**src/sv/tefc_pkg.sv**
```systemverilog
package tefc_pkg;

  typedef enum logic [2:0] {
    FMT_F16  = 3'd0,
    FMT_BF16 = 3'd1,
    FMT_I32  = 3'd2,
    FMT_I64  = 3'd3,
    FMT_F32  = 3'd4
  } fmt_t;

  localparam int RawW   = 64;
  localparam int FloatW = 32;
  localparam int FmtW   = 3;
  localparam int PosW   = 6;

  // one stage of the pipeline as seen by the next
  typedef struct packed {
    logic              neg;
    logic              is_int;
    logic              zero;
    logic [PosW-1:0]   pos;
    logic [RawW-1:0]   mag;
    logic [FloatW-1:0] direct;
  } stage_t;

endpackage

```
**src/sv/tefc_lod.sv**
```systemverilog
// leading-one position of a 64-bit magnitude, two-level search
module tefc_lod (
  input  logic [tefc_pkg::RawW-1:0] val,
  output logic [tefc_pkg::PosW-1:0] pos
);
  import tefc_pkg::*;

  logic [7:0] grp_nz;
  logic [2:0] grp;
  logic [2:0] bit_idx;
  logic [7:0] byte_sel;

  // find highest nonzero byte, then highest bit inside it
  always_comb begin
    for (int g = 0; g < 8; g++) begin
      grp_nz[g] = |val[g*8 +: 8];
    end
    grp = 3'd0;
    for (int g = 0; g < 8; g++) begin
      if (grp_nz[g]) grp = 3'(g);
    end
    byte_sel = val[grp*8 +: 8];
    bit_idx = 3'd0;
    for (int b = 0; b < 8; b++) begin
      if (byte_sel[b]) bit_idx = 3'(b);
    end
    pos = {grp, bit_idx};
  end
endmodule

```
**src/sv/tensor_element_to_fp32_converter.sv**
```systemverilog
// throughput: one element per cycle; a stall holds all stages in place
// stages: decode and magnitude, leading-one search, normalize and round
// reset: rst clears stage valid bits and sets source_format to f16
module tensor_element_to_fp32_converter (
  input  logic        clk,
  input  logic        rst,
  input  logic        cfg_valid,
  output logic        cfg_ready,
  input  logic [2:0]  cfg_data,
  input  logic        s_axis_tvalid,
  output logic        s_axis_tready,
  input  logic [63:0] s_axis_tdata,   // raw_element[63:0]
  output logic        m_axis_tvalid,
  input  logic        m_axis_tready,
  output logic [31:0] m_axis_tdata    // float_bits[31:0]
);
  import tefc_pkg::*;

  logic [FmtW-1:0] source_format;
  logic            v1, v2, v3;
  stage_t          s1, s2;
  logic [FloatW-1:0] res3;
  logic            adv;
  stage_t          s1_next;
  logic [PosW-1:0] lod_pos;
  logic [FloatW-1:0] res_next;

  assign adv           = !m_axis_tvalid || m_axis_tready;
  assign s_axis_tready = adv;
  assign cfg_ready     = 1'b1;
  assign m_axis_tvalid = v3;
  assign m_axis_tdata  = res3;

  // configuration register
  always_ff @(posedge clk) begin
    if (rst) begin
      source_format <= FMT_F16;
    end else if (cfg_valid) begin
      source_format <= cfg_data;
    end
  end

  // stage 1 decode: sign, magnitude and direct results
  always_comb begin
    logic [15:0] h;
    logic [31:0] w;
    h = s_axis_tdata[15:0];
    w = s_axis_tdata[31:0];
    s1_next = '0;
    s1_next.direct = w;
    unique case (source_format)
      FMT_F16: begin
        s1_next.neg = h[15];
        s1_next.mag = {54'd0, h[9:0]};
        s1_next.zero = (h[14:10] == 5'd0);
        s1_next.direct = {h[15], 8'(h[14:10]) + 8'd112, h[9:0], 13'd0};
        if (h[14:10] == 5'd31) s1_next.direct = {h[15], 8'hFF, h[9:0], 13'd0};
      end
      FMT_BF16: s1_next.direct = {h, 16'd0};
      FMT_I32: begin
        s1_next.is_int = 1'b1;
        s1_next.neg = w[31];
        s1_next.mag = {32'd0, w[31] ? (32'd0 - w) : w};
      end
      FMT_I64: begin
        s1_next.is_int = 1'b1;
        s1_next.neg = s_axis_tdata[63];
        s1_next.mag = s_axis_tdata[63] ? (64'd0 - s_axis_tdata) : s_axis_tdata;
      end
      default: ;
    endcase
  end

  tefc_lod u_lod (.val(s1.mag), .pos(lod_pos));

  // stage 3 normalize and round
  always_comb begin
    logic [127:0] sh;
    logic [23:0]  keep;
    logic         g, st;
    logic [24:0]  kr;
    logic [7:0]   ex;
    // leading one lands on bit 87, top of the kept mantissa
    sh = {64'd0, s2.mag} << (7'd87 - 7'(s2.pos));
    keep = sh[87:64];
    g  = sh[63];
    st = |sh[62:0];
    kr = {1'b0, keep} + 25'(g && (st || keep[0]));
    ex = 8'd127 + 8'(s2.pos);
    if (kr[24]) begin
      ex = ex + 8'd1;
    end
    res_next = s2.direct;
    if (s2.is_int) begin
      res_next = (s2.mag == 64'd0) ? 32'd0
        : {s2.neg, ex, kr[24] ? kr[23:1] : kr[22:0]};
    end else if (s2.zero) begin
      // f16 subnormal or zero
      res_next = {s2.neg, 31'd0};
      if (s2.mag != 64'd0) begin
        res_next = {s2.neg, 8'd103 + 8'(s2.pos),
                    10'(s2.mag[9:0] << (4'd10 - 4'(s2.pos))), 13'd0};
      end
    end
  end

  // pipeline registers with travelling valid bits
  always_ff @(posedge clk) begin
    if (rst) begin
      v1 <= 1'b0;
      v2 <= 1'b0;
      v3 <= 1'b0;
    end else if (adv) begin
      v1 <= s_axis_tvalid;
      v2 <= v1;
      v3 <= v2;
    end
  end

  always_ff @(posedge clk) begin
    if (adv) begin
      s1 <= s1_next;
      s2 <= {s1.neg, s1.is_int, s1.zero, lod_pos, s1.mag, s1.direct};
      res3 <= res_next;
    end
  end
endmodule

```
**config.mk**
```make
export PLATFORM = sky130hd
export DESIGN_NAME = tensor_element_to_fp32_converter
export DESIGN_NICKNAME = d
export VERILOG_FILES = /design/src/sv/tefc_pkg.sv /design/src/sv/tefc_lod.sv /design/src/sv/tensor_element_to_fp32_converter.sv
export SDC_FILE = /design/constraint.sdc
export NUM_CORES = 1
export LEC_CHECK = 0
export BUFFER_PORTS_ARGS = -buffer_cell sky130_fd_sc_hd__buf_2
export CORE_ASPECT_RATIO = 0.5
export CORE_UTILIZATION = 50
export CTS_BUF_LIST = sky130_fd_sc_hd__clkbuf_16
export CTS_CLUSTER_SIZE = 40
export DETAILED_ROUTE_END_ITERATION = 16
export PLACE_DENSITY_LB_ADDON = 0.3
export SLEW_MARGIN = 20
export SYNTH_ARGS = -nofsm -noshare
export SYNTH_HDL_FRONTEND = slang
export SYNTH_SLANG_ARGS = --single-unit
```
**constraint.sdc**
```tcl
create_clock -name clk -period 10.4 [get_ports clk]
set_input_delay 0.52 -clock clk [delete_from_list [all_inputs] [get_ports clk]]
set_output_delay 0.52 -clock clk [all_outputs]
set_load 0.01 [all_outputs]
```
==> summary.txt, run 1 <==
Critical path
  – Crit path kind: reg -> reg
  – Critical Path AT: 6.61 ns
  – Worst path cell trace: buf_4 -> buf_4 -> mux2_2 -> o22ai_1 -> a221o_1 -> mux2_2 -> o2111ai_1 -> nor2b_1 -> ha_1 -> o2111ai_1 -> a2111oi_4 -> nand3_4 -> or3_1 -> or3_1 -> o211ai_1
  – Worst Path Max Fanout: 74
  – Endpoint type of the worst setup path: flop
  – Worst R2R Path Depth: 15
  – CP bufs+invs: 2
  – RR Endpoint: m_axis_tdata[16]
  – R2R Path Start: s2[96]
  – Critical path launch point type: flop
  – Slowest CP cell: buf_4
  – Setup crit start: s2[96]
  – Crit-path max cell delay: 0.90 ns
  – R2R Setup Slk: 4.13 ns
  – Family with the most delay on the worst path: compound AO/OA/AOI/OAI gates
  – CP required: 10.75 ns
  – Levels on crit path: 15
  – CP Capture Point: m_axis_tdata[16]

Yosys
  – FF+latch count, synth: 242
  – Synth Instances: 1728
  – Async set-or-reset flop fraction in the synthesized netlist: 0
  – Netlist cell types: 92
  – Synth Area per Inst: 10.5 um2
  – Yosys warning total: 0
  – Sequential fraction of the synthesis area: 0.399
  – Leading register cell type out of synthesis: edfxtp_1
  – Post-synth EDFFs: 236
  – Mapped Area: 18100 um2
  – Mapped Nets: 1809

Finish
  – N_diodes: 0
  – Final core occ: 0.554
  – Area delta synth->final: 7.18%
  – FILL cells: 3054
  – Area of the multi-input gates: 10100 um2
  – Layout cell share with drive strength beyond 1: 0.196
  – Layout net count: 1836
  – Post-Layout Cell Count: 2244
  – Register area: 7210 um2

Floorplanning
  – Die area: 37000 um2
  – Io pins: 107
  – Die height: 136 um
  – Core outline area: 35000 um2
  – Die width: 271 um
  – Initial Util: 0.516
  – Std cell rows: 48

Power
  – Total chip power: 5.09 mW
  – Leakage power: 7.35 nW
  – Pwr dens: 263 nW/um2
  – Peak supply drop: 0.000147 V

Clock tree
  – Post-CTS Hold Buffers: 0
  – Worst skew pair latency: 0.54 ns
  – Root buffer cell: clkbuf_16
  – Clk sinks: 242
  – Maximum buffer depth of the clock tree: 3
  – Clock-pin transition on the worst setup and hold timing paths: 0.07 ns
  – CTS H-Tree Depth: 1
  – CTS tree: done
  – # Post-CTS Setup Buffers: 0
  – CTS Buf Count: 22
  – CTS-repair resized insts: 0

Place
  – DP Worst Slack: 4.31 ns
  – Post-Place Cells: 2206
  – Gp weighted congestion: 1.11
  – Dpl hpwl: 45.2 mm
  – Port bufs: 105

Hold path
  – Hold Path Class: in -> reg

STA
  – Final setup TNS: 0 ns
  – Crit share post-route: 0.602
  – RSZ-0062 raised after global routing: false
  – Final Hold Vio Count: 0
  – Slew Limit Fails: 0
  – Fin Clk Skew: 0.0205 ns
  – Min Tclk post-route: 6.27 ns
  – Worst-margin pin slew: 1.09 ns
  – FMAX: 160 MHz
  – Setup ws final: 4.13 ns
  – Worst rel slew slack: 0.276
  – Setup Viol. Count Final: 0

Detailed routing
  – Routed wire length: 60.4 mm
  – Routed WL per cell: 26.9 um
  – DR vias/cell: 7.05
  – Via Count: 15.8k
  – # DRC: 0
  – Detail Route Antenna Nets: 0
  – Drt first pass iters: 8
  – Initial drt markers: 3027

Global routing
  – Vias in the first global route: 13.9k
  – First-pass GRT wire length: 88.8 mm
  – Gr usage total: 0.319
  – Total gr overflow: 0
  – Largest net degree at the start of global routing: 188
  – Initial antenna violation count: 2

Job
  – Max-cap violations: 0

Run status
  – Status: finished, final reports clean
## layout by cell type (no fill, tap or decap), types with 9 or more instances in the layout
cell type and instances:
ha_1 9, xnor2_1 24, mux4_2 69, o31ai_1 24, nor2_1 155, o21ai_0 80
a211oi_1 16, xor2_1 51, nor3_1 50, mux2_2 83, o22ai_1 22, mux2i_1 95
buf_2 105, nor2b_1 11, buf_4 22, inv_1 25, clkbuf_16 22, a21oi_1 62
a221oi_1 11, nand2b_1 18, nor4_1 46, nand2_1 164, a211o_1 10, and2_1 19
nand3_1 40, or4_1 13, a31oi_1 24, a22oi_1 19, o211ai_1 17, or3_1 25
edfxtp_1 236
## kinds of logic (layout without fill, tap and decap cells)
kind of cell,Yosys count,after routing,synth area share
AO/OA/AOI/OAI,404,404,0.158
XOR/XNOR,76,76,0.0368
adder cells (fa/ha/maj),9,9,0.00623
buffers and inverters,151,192,0.0439
flip-flops,242,242,0.399
multiplexers,251,251,0.195
other,1,1,0.000207
AND/OR/NAND/NOR,594,594,0.161
## layout make-up
| cell class | instances | share of cell area |
|---|---|---|
| repair buffers | 128 | 0.0367 |
| well taps | 475 | 0.0307 |
| clock inverters | 16 | 0.00549 |
| inverters | 26 | 0.00504 |
| clock buffers | 22 | 0.0284 |
| flip-flops and latches | 242 | 0.372 |
| multi-input cells | 1335 | 0.522 |
## flip-flops by register name, indices dropped and copies added (netlist names)
signal,flops
s2,105
s1,99
m_axis_tdata,32
source_format,3
m_axis_tvalid,1
v1,1
v2,1
## per-layer routing
metal	global-route usage	vias to the layer above	share of wire
met4	0.100	0	0.034
met3	0.0834	145	0.15
met1	0.494	7590	0.43
met2	0.425	1232	0.39
li1	-	6849	-
met5	0	-	0
## worst min path at each step
stage	from	endpoint	slack [ns]	cells after the start
final	rst	v2	0.22	2
after global routing	rst	m_axis_tvalid	0.20	2
after CTS	rst	source_format[1]	0.20	2
after detailed placement	s1[17]	s2[17]	0.40	0
after global placement	s1[30]	s2[30]	0.40	0
after floorplan	s1[0]	s2[0]	0.40	0
## synthesized netlist by cell type (20+ instances only)
master | count | area (um2)
edfxtp_1 | 236 | 7090
nand2_1 | 164 | 616
nor2_1 | 156 | 586
mux2i_1 | 95 | 951
mux2_2 | 83 | 935
o21ai_0 | 80 | 400
mux4_2 | 69 | 1550
clkbuf_1 | 68 | 255
a21oi_1 | 62 | 310
xor2_1 | 51 | 447
nor3_1 | 50 | 250
nor4_1 | 46 | 288
nand3_1 | 40 | 200
or3_1 | 25 | 156
xnor2_1 | 25 | 219
a31oi_1 | 24 | 150
o31ai_1 | 24 | 180
o22ai_1 | 22 | 138
buf_2 | 20 | 100
inv_1 | 20 | 75.1
## per-stage QoR
| step | instance area [um2] | hold WS [ns] |
|---|---|---|
| after floorplan | 18100 | 0.400 |
| after global placement | 18700 | 0.401 |
| after detailed placement | 18700 | 0.405 |
| after CTS | 19400 | 0.198 |
| after global routing | 19400 | 0.204 |
| final | 19400 | 0.221 |
## report_power, final
part	total [mW]	switching (mW)	internal, mW
Combinational	3.02	1.94	1.08
Sequential	1.32	0.111	1.21
Clock	0.750	0.360	0.390
Total	5.09	2.41	2.68
(Power assumes the default switching activity.)
==> run 2: changes to the inputs <==
clock period = 5.15 ns   (was 10.4 ns; I/O delays follow)
==> summary.txt, run 2 (synthesized netlist as in run 1, its figures left out) <==
Clock tree
  – Worst skew pair latency: 0.54 ns
  – CTS tree: done
  – # Post-CTS Setup Buffers: 0
  – CTS H-Tree Depth: 1
  – Clk sinks: 242
  – Maximum buffer depth of the clock tree: 3
  – Clock-pin transition on the worst setup and hold timing paths: 0.07 ns
  – Root buffer cell: clkbuf_16
  – CTS Buf Count: 23

Critical path
  – Endpoint type of the worst setup path: flop
  – CP required: 5.51 ns
  – Worst Path Max Fanout: 20
  – Crit path kind: reg -> reg
  – Critical path launch point type: flop
  – Critical Path AT: 5.29 ns

STA
  – FMAX: 203 MHz
  – RSZ-0062 raised after global routing: false
  – Slew Limit Fails: 0
  – Setup Viol. Count Final: 0
  – Min Tclk post-route: 4.92 ns
  – Final Hold Vio Count: 0
  – Final setup TNS: 0 ns
  – Worst-margin pin slew: 1.17 ns
  – Worst rel slew slack: 0.214
  – Fin Clk Skew: 0.0218 ns
  – Crit share post-route: 0.956
  – Setup ws final: 0.228 ns

Floorplanning
  – Core outline area: 35000 um2
  – Initial Util: 0.516
  – Std cell rows: 48
  – Die area: 37000 um2
  – Die width: 271 um
  – Io pins: 107
  – Die height: 136 um

Job
  – Max-cap violations: 0

Detailed routing
  – # DRC: 0
  – Initial drt markers: 2307
  – Via Count: 15.9k
  – Routed WL per cell: 27.5 um
  – Drt first pass iters: 7
  – Detail Route Antenna Nets: 0
  – DR vias/cell: 6.91
  – Routed wire length: 63.4 mm

Finish
  – N_diodes: 0
  – Commonest non-fill, non-tap cell in the layout: edfxtp_1
  – Layout net count: 1892
  – Post-Layout Cell Count: 2303
  – Most frequent cells in the layout: edfxtp_1, nand2_1, nor2_1
  – Area of the multi-input gates: 10100 um2
  – Most flop-heavy register: s2
  – Design Area, Final: 19900 um2
  – Final core occ: 0.569
  – Layout cell share with drive strength beyond 1: 0.219
  – Area delta synth->final: 10.2%
  – FILL cells: 2976
  – Register area: 7210 um2
  – Max reg flops: 105

Place
  – DP Worst Slack: 0.369 ns
  – Placed inst area: 19100 um2
  – Port bufs: 105
  – Post-Place Cells: 2256
  – Gp weighted congestion: 1.11
  – Dpl hpwl: 48.9 mm

Power
  – Peak supply drop: 0.000282 V
  – Pwr dens: 544 nW/um2
  – Leakage power: 7.68 nW

Global routing
  – Initial antenna violation count: 2
  – Gr usage total: 0.336
  – First-pass GRT wire length: 92.3 mm
  – Largest net degree at the start of global routing: 99
  – Vias in the first global route: 14.0k
  – Total gr overflow: 0

Run status
  – Status: finished, final reports clean

Hold path
  – Hold Path Class: in -> reg
## run 2: cell count changes in the layout (fill, tap and decap cells not counted), sizes merged
cell and delta:
buf +51, clkinvlp -4, dlygate4sd3 +4, clkinv +3, inv +3, bufinv +1, clkbuf +1
## run 2: power breakdown
part           internal (mW)  leakage [nW]  switching (mW)
logic                   2.45          4.53            4.09
registers               2.45          2.77           0.218
clock network          0.882         0.374           0.747
total                   5.78          7.68            5.05
## run 2: area by class of cell
type | count | share of cell area
clock inverter | 19 | 0.00735
timing repair buffer | 183 | 0.0602
multi-input combinational | 1335 | 0.507
tap | 475 | 0.0298
sequential | 242 | 0.362
inverter | 26 | 0.00490
clock buffer | 23 | 0.0289
## run 2: worst max-delay path, stage by stage, from the launching register on
cell	delay [ns]
edfxtp_1	0.58
buf_4	0.38
mux2i_1	0.12
a222oi_1	0.93
and2_1	0.30
a2111oi_0	0.12
a211o_1	0.38
a2111oi_4	0.50
nand3_4	0.13
or3_1	0.57
or3_1	0.57
o211ai_1	0.15
## run 2: what timing repair did
| action | CTS | global route |
|---|---|---|
| hold endpoints to repair | 6 | 0 |
| hold buffers | 4 | 0 |
| gates resized for setup | 0 | 1 |
| setup endpoints to repair | 0 | 2 |
## run 2: per-stage QoR
stage / power [mW] / hold WS (ns)
6_report: 10.8 / 0.00932
5_1_grt: 11.2 / 0.0191
4_1_cts: 10.6 / 0.00440
3_3_place_gp: 9.01 / 0.401
2_1_floorplan: 6.95 / 0.327
3_5_place_dp: 8.94 / 0.405
## run 2: worst paths after layout
path,depth (start not counted),end,from,slack (ns)
setup / recovery,11,m_axis_tdata[22],s2[96],0.23
setup reg to reg,11,m_axis_tdata[22],s2[96],0.23
hold reg to reg,0,s2[15],s1[15],0.42
hold / removal,3,source_format[0],cfg_data[0],0.009
## run 2: per-layer routing
layer,part of all wire,global-route usage,wire length (um),vias to the layer above
met2,0.39,0.447,24900,1136
met3,0.15,0.108,9320,139
met4,0.027,0.0898,1720,2
met5,0.00017,0,11,-
met1,0.43,0.514,27500,7696
li1,-,-,-,6952
